[config.mk]
export PLATFORM = sky130hd
export DESIGN_NAME = health_watchdog_supervisor
export DESIGN_NICKNAME = d
export VERILOG_FILES = /design/src/rtl/hws_pkg.sv /design/src/rtl/health_watchdog_supervisor.sv /design/src/rtl/hws_hb_cell.sv /design/src/rtl/hws_ring_cell.sv
export SDC_FILE = /design/constraint.sdc
export NUM_CORES = 2
export LEC_CHECK = 0
export BUFFER_PORTS_ARGS = -buffer_cell sky130_fd_sc_hd__clkbuf_2
export CORE_MARGIN = 2
export CORE_UTILIZATION = 65
export CTS_CLUSTER_SIZE = 10
export DETAILED_ROUTE_END_ITERATION = 16
export PLACE_DENSITY = 0.81
export SLEW_MARGIN = 20
export SYNTH_ARGS = -nofsm -noshare
export SYNTH_HDL_FRONTEND = slang
export SYNTH_SLANG_ARGS = --single-unit
export TNS_END_PERCENT = 30
[constraint.sdc]
create_clock -name clk -period 8.7 [get_ports clk]
set_input_delay 0 -clock clk [delete_from_list [all_inputs] [get_ports clk]]
set_output_delay 0 -clock clk [all_outputs]
set_load 0.005 [all_outputs]
[src/rtl/hws_pkg.sv]
package hws_pkg;

  // Defaults for the top-level parameters
  localparam int HWS_TASKS      = 9;
  localparam int HWS_RING_DEPTH = 8;
  localparam int TASK_MAX       = 16;
  localparam int RING_MAX       = 32;

  // Ring count travels at a fixed width that covers the deepest ring
  localparam int CNT_W  = $clog2(RING_MAX + 1);
  localparam int MASK_W = 9;
  localparam int WIN_W  = 4;
  localparam int ADDR_W = 5;

  // Register reset values
  localparam logic [31:0] RST_STALL_LIMIT = 32'd30000;
  localparam logic [31:0] RST_LOW_HEAP    = 32'd20000;
  localparam logic [15:0] RST_TICK_PERIOD = 16'd1000;
  localparam logic [15:0] RST_LOOP_WINDOW = 16'd60;
  localparam logic [5:0]  RST_LOOP_COUNT  = 6'd3;
  localparam logic        RST_STORAGE_OK  = 1'b0;

  localparam logic [WIN_W-1:0] WIN_SAT = 4'd15;

  typedef enum logic [1:0] {
    CMD_TICK      = 2'd0,
    CMD_HEARTBEAT = 2'd1,
    CMD_BOOT      = 2'd2,
    CMD_SENSOR    = 2'd3
  } cmd_t;

  typedef enum logic [1:0] {
    HS_HEALTHY  = 2'd0,
    HS_WARNING  = 2'd1,
    HS_DEGRADED = 2'd2,
    HS_FAILED   = 2'd3
  } health_t;

  localparam logic [1:0] ALARM_NONE = 2'd0;
  localparam logic [1:0] ALARM_WARN = 2'd1;

  typedef enum logic [2:0] {
    REG_STALL_LIMIT = 3'd0,
    REG_LOW_HEAP    = 3'd1,
    REG_TICK_PERIOD = 3'd2,
    REG_LOOP_WINDOW = 3'd3,
    REG_LOOP_COUNT  = 3'd4,
    REG_STORAGE_OK  = 3'd5
  } reg_idx_t;

  typedef enum logic [2:0] {
    ST_IDLE,
    ST_EXEC,
    ST_HB_SCAN,
    ST_RING_SCAN,
    ST_DONE
  } fsm_t;

  // Scan token plus running in-window count handed along the ring chain
  typedef struct packed {
    logic             tok;
    logic [CNT_W-1:0] cnt;
  } ring_link_t;

endpackage

[src/rtl/health_watchdog_supervisor.sv]
// Heartbeat watchdog and boot-loop supervisor.
// Input channel (in_*): one command per transaction - tick, heartbeat, boot
//   record or sensor health update. Every accepted transaction yields exactly
//   one result transaction on the output channel (out_*) with the current
//   system state, stall mask, boot-loop flag, boots-in-window count and an
//   evaluated flag that is set only for a tick that passed the period gate.
// Configuration: APB-style write/read port, 32-bit registers at 4*index.
//   Write only while no command is in flight.
// Timing: one command at a time. Heartbeat, sensor update, gated tick and
//   a boot record with an unsynced clock pass from accept through EXEC and
//   DONE to the result. An evaluated tick adds a scan between: a scan token
//   walks the chain of heartbeat cells, one cell per cycle. A boot record
//   adds a ring scan: the token walks the ring cells carrying the in-window
//   count. The next command is taken in the cycle after the result is loaded.
// Stall: the result register holds while out_stall is high; a new command may
//   still be accepted and runs until its own result would overwrite it.
// Reset (synchronous, rst_n low): all heartbeats never heard, ring empty,
//   flags and state cleared, registers back to their default values.
module health_watchdog_supervisor
  import hws_pkg::*;
#(
  parameter int TASKS      = HWS_TASKS,
  parameter int RING_DEPTH = HWS_RING_DEPTH
) (
  input  logic               clk,
  input  logic               rst_n,
  // APB-style configuration port
  input  logic               psel,
  input  logic               penable,
  input  logic               pwrite,
  input  logic [ADDR_W-1:0]  paddr,
  input  logic [31:0]        pwdata,
  output logic [31:0]        prdata,
  output logic               pready,
  // command channel
  input  logic               in_valid,
  output logic               in_stall,
  input  logic [1:0]         in_command,
  input  logic [31:0]        in_now_ms,
  input  logic [3:0]         in_task_id,
  input  logic [1:0]         in_sensor_index,
  input  logic               in_sensor_fault,
  input  logic [31:0]        in_unix_time,
  input  logic               in_reset_watchdog,
  input  logic [1:0]         in_highest_alarm,
  input  logic [31:0]        in_free_heap,
  // result channel
  output logic               out_valid,
  input  logic               out_stall,
  output logic [1:0]         out_system_state,
  output logic [MASK_W-1:0]  out_stall_mask,
  output logic               out_boot_loop,
  output logic [WIN_W-1:0]   out_boots_in_window,
  output logic               out_evaluated
);

  localparam int PTR_W = $clog2(RING_DEPTH);

  // ---------------------------------------------------------------- config
  logic [31:0] stall_limit_r;
  logic [31:0] low_heap_r;
  logic [15:0] tick_period_r;
  logic [15:0] loop_window_r;
  logic [5:0]  loop_count_r;
  logic        storage_ok_r;

  logic     cfg_wr;
  reg_idx_t cfg_idx;

  assign pready  = 1'b1;
  assign cfg_wr  = psel && penable && pwrite;
  assign cfg_idx = reg_idx_t'(paddr[ADDR_W-1:2]);

  always_ff @(posedge clk) begin
    if (!rst_n) begin
      stall_limit_r <= RST_STALL_LIMIT;
      low_heap_r    <= RST_LOW_HEAP;
      tick_period_r <= RST_TICK_PERIOD;
      loop_window_r <= RST_LOOP_WINDOW;
      loop_count_r  <= RST_LOOP_COUNT;
      storage_ok_r  <= RST_STORAGE_OK;
    end else if (cfg_wr) begin
      unique case (cfg_idx)
        REG_STALL_LIMIT: stall_limit_r <= pwdata;
        REG_LOW_HEAP:    low_heap_r    <= pwdata;
        REG_TICK_PERIOD: tick_period_r <= pwdata[15:0];
        REG_LOOP_WINDOW: loop_window_r <= pwdata[15:0];
        REG_LOOP_COUNT:  loop_count_r  <= pwdata[5:0];
        REG_STORAGE_OK:  storage_ok_r  <= pwdata[0];
        default: ;
      endcase
    end
  end

  always_comb begin
    unique case (cfg_idx)
      REG_STALL_LIMIT: prdata = stall_limit_r;
      REG_LOW_HEAP:    prdata = low_heap_r;
      REG_TICK_PERIOD: prdata = {16'd0, tick_period_r};
      REG_LOOP_WINDOW: prdata = {16'd0, loop_window_r};
      REG_LOOP_COUNT:  prdata = {26'd0, loop_count_r};
      REG_STORAGE_OK:  prdata = {31'd0, storage_ok_r};
      default:         prdata = '0;
    endcase
  end

  // ---------------------------------------------------------- command latch
  cmd_t        cmd_r;
  logic [31:0] now_r;
  logic [3:0]  task_id_r;
  logic [1:0]  sensor_idx_r;
  logic        sensor_fault_r;
  logic [31:0] unix_r;
  logic        wdt_r;
  logic [1:0]  alarm_r;
  logic [31:0] heap_r;

  logic accept;

  always_ff @(posedge clk) begin
    if (accept) begin
      cmd_r          <= cmd_t'(in_command);
      now_r          <= in_now_ms;
      task_id_r      <= in_task_id;
      sensor_idx_r   <= in_sensor_index;
      sensor_fault_r <= in_sensor_fault;
      unix_r         <= in_unix_time;
      wdt_r          <= in_reset_watchdog;
      alarm_r        <= in_highest_alarm;
      heap_r         <= in_free_heap;
    end
  end

  // ------------------------------------------------------------ sequencer
  fsm_t state_r, state_nxt;

  logic hb_done, ring_done;
  logic gate_ok;
  logic tick_go, hb_wr, ring_wr, ring_go, boot_zero, sensor_upd;
  logic hb_fin, ring_fin, out_load;

  logic [31:0] last_tick_r;
  logic [31:0] since_tick;

  assign since_tick = now_r - last_tick_r;
  assign gate_ok    = since_tick >= {16'd0, tick_period_r};

  always_comb begin
    state_nxt = state_r;
    unique case (state_r)
      ST_IDLE: begin
        if (accept) state_nxt = ST_EXEC;
      end
      ST_EXEC: begin
        if (tick_go)      state_nxt = ST_HB_SCAN;
        else if (ring_go) state_nxt = ST_RING_SCAN;
        else              state_nxt = ST_DONE;
      end
      ST_HB_SCAN: begin
        if (hb_done) state_nxt = ST_DONE;
      end
      ST_RING_SCAN: begin
        if (ring_done) state_nxt = ST_DONE;
      end
      ST_DONE: begin
        if (out_load) state_nxt = ST_IDLE;
      end
      default: state_nxt = ST_IDLE;
    endcase
  end

  always_comb begin
    in_stall   = (state_r != ST_IDLE);
    accept     = in_valid && (state_r == ST_IDLE);
    tick_go    = (state_r == ST_EXEC) && (cmd_r == CMD_TICK) && gate_ok;
    hb_wr      = (state_r == ST_EXEC) && (cmd_r == CMD_HEARTBEAT);
    ring_wr    = (state_r == ST_EXEC) && (cmd_r == CMD_BOOT);
    ring_go    = ring_wr && (unix_r != 32'd0);
    boot_zero  = ring_wr && (unix_r == 32'd0);
    sensor_upd = (state_r == ST_EXEC) && (cmd_r == CMD_SENSOR);
    hb_fin     = (state_r == ST_HB_SCAN) && hb_done;
    ring_fin   = (state_r == ST_RING_SCAN) && ring_done;
    out_load   = (state_r == ST_DONE) && (!out_valid || !out_stall);
  end

  always_ff @(posedge clk) begin
    if (!rst_n) state_r <= ST_IDLE;
    else        state_r <= state_nxt;
  end

  // --------------------------------------------------- heartbeat cell chain
  logic             hb_start_r;
  logic [TASKS-1:0] hb_tok;
  logic [TASKS-1:0] stall_flags;

  for (genvar i = 0; i < TASKS; i++) begin : g_hb
    hws_hb_cell u_cell (
      .clk     (clk),
      .rst_n   (rst_n),
      .wr_en   (hb_wr && (task_id_r == 4'(i))),
      .wr_time (now_r),
      .now     (now_r),
      .limit   (stall_limit_r),
      .tok_in  ((i == 0) ? hb_start_r : hb_tok[(i == 0) ? 0 : i-1]),
      .tok_out (hb_tok[i]),
      .stalled (stall_flags[i])
    );
  end

  assign hb_done = hb_tok[TASKS-1];

  // -------------------------------------------------------- ring cell chain
  logic                  ring_start_r;
  logic [PTR_W-1:0]      ring_ptr_r;
  ring_link_t            ring_head;
  ring_link_t            ring_link [RING_DEPTH];

  assign ring_head.tok = ring_start_r;
  assign ring_head.cnt = '0;

  for (genvar j = 0; j < RING_DEPTH; j++) begin : g_ring
    hws_ring_cell u_cell (
      .clk      (clk),
      .rst_n    (rst_n),
      .wr_en    (ring_wr && (ring_ptr_r == PTR_W'(j))),
      .stamp    (unix_r),
      .window   (loop_window_r),
      .link_in  ((j == 0) ? ring_head : ring_link[(j == 0) ? 0 : j-1]),
      .link_out (ring_link[j])
    );
  end

  assign ring_done = ring_link[RING_DEPTH-1].tok;

  // ------------------------------------------------------ rollup and flags
  logic [3:0]       fault_mask_r;
  logic [1:0]       wdt_hist_r;
  logic             loop_flag_r;
  health_t          health_r;
  logic [WIN_W-1:0] win_cnt_r;
  logic             eval_r;

  logic [CNT_W-1:0] ring_cnt;
  logic [5:0]       need;
  logic             wdt_loop;
  logic             alarm_crit, alarm_warn;
  health_t          health_nxt;

  assign ring_cnt = ring_link[RING_DEPTH-1].cnt;
  // a zero loop count behaves as one
  assign need     = (loop_count_r == 6'd0) ? 6'd1 : loop_count_r;
  assign wdt_loop = wdt_r && (wdt_hist_r == 2'b11);

  // alarm codes two and three count as critical; low heap lifts none to warning
  assign alarm_crit = alarm_r[1];
  assign alarm_warn = (alarm_r == ALARM_WARN) ||
                      ((alarm_r == ALARM_NONE) && (heap_r < low_heap_r));

  always_comb begin
    if (loop_flag_r || !storage_ok_r || alarm_crit) begin
      health_nxt = HS_FAILED;
    end else if ((fault_mask_r != 4'd0) || (stall_flags != '0)) begin
      health_nxt = HS_DEGRADED;
    end else if (alarm_warn) begin
      health_nxt = HS_WARNING;
    end else begin
      health_nxt = HS_HEALTHY;
    end
  end

  always_ff @(posedge clk) begin
    if (!rst_n) begin
      hb_start_r   <= 1'b0;
      ring_start_r <= 1'b0;
      ring_ptr_r   <= '0;
      last_tick_r  <= '0;
      fault_mask_r <= '0;
      wdt_hist_r   <= '0;
      loop_flag_r  <= 1'b0;
      health_r     <= HS_HEALTHY;
      win_cnt_r    <= '0;
      eval_r       <= 1'b0;
    end else begin
      hb_start_r   <= tick_go;
      ring_start_r <= ring_go;
      if (state_r == ST_EXEC) begin
        eval_r <= tick_go;
      end
      if (tick_go) begin
        last_tick_r <= now_r;
      end
      if (sensor_upd) begin
        fault_mask_r[sensor_idx_r] <= sensor_fault_r;
      end
      if (ring_wr) begin
        ring_ptr_r <= (ring_ptr_r == PTR_W'(RING_DEPTH - 1)) ? '0 : ring_ptr_r + 1'b1;
      end
      if (hb_fin) begin
        health_r <= health_nxt;
      end
      // unsynced clock: stamp stored, nothing counted
      if (boot_zero) begin
        win_cnt_r   <= '0;
        loop_flag_r <= loop_flag_r || wdt_loop;
        wdt_hist_r  <= {wdt_hist_r[0], wdt_r};
      end
      if (ring_fin) begin
        win_cnt_r   <= (ring_cnt > CNT_W'(WIN_SAT)) ? WIN_SAT : ring_cnt[WIN_W-1:0];
        loop_flag_r <= loop_flag_r || (ring_cnt >= need) || wdt_loop;
        wdt_hist_r  <= {wdt_hist_r[0], wdt_r};
      end
    end
  end

  // ------------------------------------------------------- result register
  logic [TASK_MAX-1:0] stall_wide;

  assign stall_wide = TASK_MAX'(stall_flags);

  always_ff @(posedge clk) begin
    if (!rst_n) begin
      out_valid <= 1'b0;
    end else if (out_load) begin
      out_valid <= 1'b1;
    end else if (!out_stall) begin
      out_valid <= 1'b0;
    end
  end

  always_ff @(posedge clk) begin
    if (out_load) begin
      out_system_state    <= health_r;
      out_stall_mask      <= stall_wide[MASK_W-1:0];
      out_boot_loop       <= loop_flag_r;
      out_boots_in_window <= win_cnt_r;
      out_evaluated       <= eval_r;
    end
  end

endmodule

[src/rtl/hws_hb_cell.sv]
module hws_hb_cell
  import hws_pkg::*;
(
  input  logic        clk,
  input  logic        rst_n,
  input  logic        wr_en,
  input  logic [31:0] wr_time,
  input  logic [31:0] now,
  input  logic [31:0] limit,
  input  logic        tok_in,
  output logic        tok_out,
  output logic        stalled
);

  logic [31:0] time_r;
  logic        stall_r, stall_nxt;
  logic        tok_r;
  logic [31:0] age;

  assign age       = now - time_r;
  // zero time means never heard
  assign stall_nxt = (time_r != 32'd0) && (age > limit);

  always_ff @(posedge clk) begin
    if (!rst_n) begin
      time_r  <= '0;
      stall_r <= 1'b0;
      tok_r   <= 1'b0;
    end else begin
      tok_r <= tok_in;
      if (wr_en) begin
        time_r <= wr_time;
      end
      if (tok_in) begin
        stall_r <= stall_nxt;
      end
    end
  end

  assign tok_out = tok_r;
  assign stalled = stall_r;

endmodule

[src/rtl/hws_ring_cell.sv]
module hws_ring_cell
  import hws_pkg::*;
(
  input  logic        clk,
  input  logic        rst_n,
  input  logic        wr_en,
  input  logic [31:0] stamp,
  input  logic [15:0] window,
  input  ring_link_t  link_in,
  output ring_link_t  link_out
);

  logic [31:0] slot_r;
  logic        tok_r;
  logic [CNT_W-1:0] cnt_r;
  logic [31:0] delta;
  logic        hit;

  assign delta = stamp - slot_r;
  // empty slots never count
  assign hit  = (slot_r != 32'd0) && (delta < {16'd0, window});

  always_ff @(posedge clk) begin
    if (!rst_n) begin
      slot_r <= '0;
      tok_r  <= 1'b0;
    end else begin
      tok_r <= link_in.tok;
      if (wr_en) begin
        slot_r <= stamp;
      end
    end
  end

  always_ff @(posedge clk) begin
    if (link_in.tok) begin
      cnt_r <= link_in.cnt + CNT_W'(hit);
    end
  end

  assign link_out.tok = tok_r;
  assign link_out.cnt = cnt_r;

endmodule

==> metrics <==
status finished, violations left; violated checks negative hold slack; clk sinks 886; FF+latch area roughly 0.019 mm^2; initial antenna violation count 13; overall routing resource usage a little over two fifths; slowest stage cell, crit path a2111oi_0; reg2reg start unix_r[0]; Root Driver clkbuf_16; vias per cell ~6.4; MaxCap Viol Count 0; clk_lat worst skew just under 0.8 ns; critical path peak fanout 10; multi-input logic area between 0.04 and 0.05 mm^2; hold_buf cts between 200 and 250; startpoint class of the critical path flip-flop; DRC violations left 0; Die Area ~0.11 mm^2; Synth async-reset ratio 0%; most frequent cells in the layout 1631 x nand2_1, 1197 x a21oi_1, 1038 x ha_1; syn_nets about 11000; YS warnings 0; detailed placement HPWL about 180 mm; Nets approximately 11000; Post-DRT Antenna Nets 0; vias after detailed routing 72600; Tmin final about 7.6 ns; HP Class in -> reg; # H-tree levels 3; Max Root-Sink Buffers 3; Die H 338 um; DRT iter0 DRCs 7922; Yosys cell types 98; share of cells above drive strength 1 5.87%; max-slew violations 0; Syn Inst Count 9401; Starting Density 65.5%; core area 0.111 mm^2; aggregate routed wire length 253 mm; post-synthesis register bit count 886; worst vdd ir between 0.0002 and 0.00025 V; CP Class reg -> reg; Largest stage delay, worst path between 0.6 and 0.7 ns; RSZ-0062 raised after global routing no; TritonCTS clock tree yes; dpl cell area around 0.075 mm^2; top_reg_cell synth dfxtp_1; clock slew at reported path FFs 0.06 ns; Slew HR 17.6%; final worst path period share 87.6%; critical path capture point type flip-flop; Critical Path AT 8.11 ns; Layout area overhead 11.8%; Clock Skew 0.0974 ns; Finished Core Util roughly three quarters; dpl ws 1.32 ns; drt first pass iters 9; hold_sp in_reset_watchdog; Final Hold Slack -0.00159 ns; critical path required time slightly above 9 ns; Max Fclk 131 MHz; final instance area ~0.08 mm^2; Die W roughly 340 um; number of global-route vias before repair between 60000 and 70000; fill cell total of the finished layout 8634; Final Hold Viols 1; slew of the pin with the lowest slew margin around 1.2 ns; number of enable flip-flop cells after synthesis 158; syn avg cell area slightly below 8 um^2; CTS resizes 0; Leak 31.0 nW; port bufs 200; Seq/Total Area, Yosys 26.7%; total gr overflow 0; GP Congestion 1.01; routed length per instance ~22 um; Setup crit start unix_r[0]; io pins 204; pwr dens about 240 mW/mm^2; setup bufs post-CTS 0; num rows 122; TNS Setup 0 ns; commonest non-fill, non-tap cell in the layout nand2_1; first-pass GRT wire length 383 mm; total CTS buffers 105; largest net degree at the start of global routing 196; Setup-failing EPs final 0; post-synthesis cell area 0.0723 mm^2; most used cell along the critical path ha_1; worst setup margin 1.08 ns
path summary, 6_finish.rpt:
check | endpoint | cells after the start | slack (ns)
max | g_ring[4].u_cell.cnt_r[2] | 28 | 1.08
min | wdt_r | 2 | -0.002
min reg2reg | out_evaluated | 0 | 0.43
max reg2reg | g_ring[4].u_cell.cnt_r[2] | 28 | 1.08
sequential cells by signal, summed over array words and instances, names as in the netlist, 8 cells and up:
| register | cells |
|---|---|
| g_ring.u_cell.tok_r | 8 |
| now_r | 32 |
| out_stall_mask | 9 |
| unix_r | 32 |
| g_ring.u_cell.slot_r | 256 |
| g_hb.u_cell.stalled | 9 |
| loop_window_r | 16 |
| g_hb.u_cell.time_r | 288 |
| low_heap_r | 32 |
| tick_period_r | 16 |
| g_ring.u_cell.cnt_r | 33 |
| heap_r | 32 |
| last_tick_r | 32 |
| g_hb.u_cell.tok_out | 9 |
| stall_limit_r | 32 |
per-layer routing:
metal / GRT usage (%) / vias up / share of wire, %
li1: - / 33900 / -
met4: 29.2 / 10 / 7.8
met1: 53.7 / 33700 / 38
met3: 10.3 / 1092 / 12
met5: 0 / - / 0.035
met2: 66.0 / 3910 / 42
power by group:
| part | switching [mW] | total (mW) | internal (mW) |
|---|---|---|---|
| registers | 0.276 | 4.71 | 4.43 |
| logic | 6.16 | 10.4 | 4.20 |
| clock network | 1.88 | 4.31 | 2.43 |
cells by family after synthesis:
kind of cell | share of synthesized area, %
AOI/OAI and AO/OA | 21.6
xor gates and xnor gates | 5.05
adders and majority gates | 18.5
buffers and inverters | 6.26
DFF | 26.7
muxes | 1.38
other | 0.00518
and+or+nand+nor | 20.6
worst max-delay path, delay by kind of cell, from the launching register on:
| family | cells | cell delay (ns) |
|---|---|---|
| xor gates and xnor gates | 2 | 0.21 |
| AOI/OAI and AO/OA | 12 | 3.59 |
| buffers and inverters | 4 | 0.81 |
| DFF | 1 | 0.61 |
| adders and majority gates | 4 | 0.79 |
| and+or+nand+nor | 6 | 1.34 |
per-stage QoR:
step | instances | power, mW
after floorplan | 9401 | 12.1
after global placement | 10900 | 14.3
after detailed placement | 10900 | 14.6
after CTS | 11300 | 19.0
after global routing | 11300 | 20.6
final | 11300 | 19.4
synthesized netlist by cell type, types with 31 or more instances:
library cell  count  area, um^2
a211oi_1         52         390
a21o_1          277        2080
a21oi_1        1198        6000
a31oi_1          47         294
and2_1           49         307
and3_1           61         382
clkbuf_1        331        1240
dfxtp_1         728       14600
edfxtp_1        158        4740
ha_1           1038       13000
inv_1           840        3150
mux2i_1          73         731
nand2_1        1636        6140
nand2b_1        138         863
nand3_1         168         841
nand4_1         173        1080
nor2_1          375        1410
nor2b_1         167        1040
nor3_1          117         586
nor4_1          186        1160
o211ai_1         56         420
o21a_1          119         893
o21ai_0         369        1850
o21bai_1         55         413
or3_1            31         194
xnor2_1         289        2530
xor2_1          128        1120
cell type report:
| type | count | area share, % |
|---|---|---|
| Clock inverter | 13 | 0.272 |
| Clock buffer | 168 | 3.82 |
| Sequential cell | 886 | 23.9 |
| Tap cell | 1488 | 2.30 |
| Multi-Input combinational cell | 7325 | 60.1 |
| Inverter | 842 | 3.92 |
| Antenna cell | 15 | 0.0464 |
| Timing Repair Buffer | 596 | 5.69 |
Power figures use the tool's default switching activity.
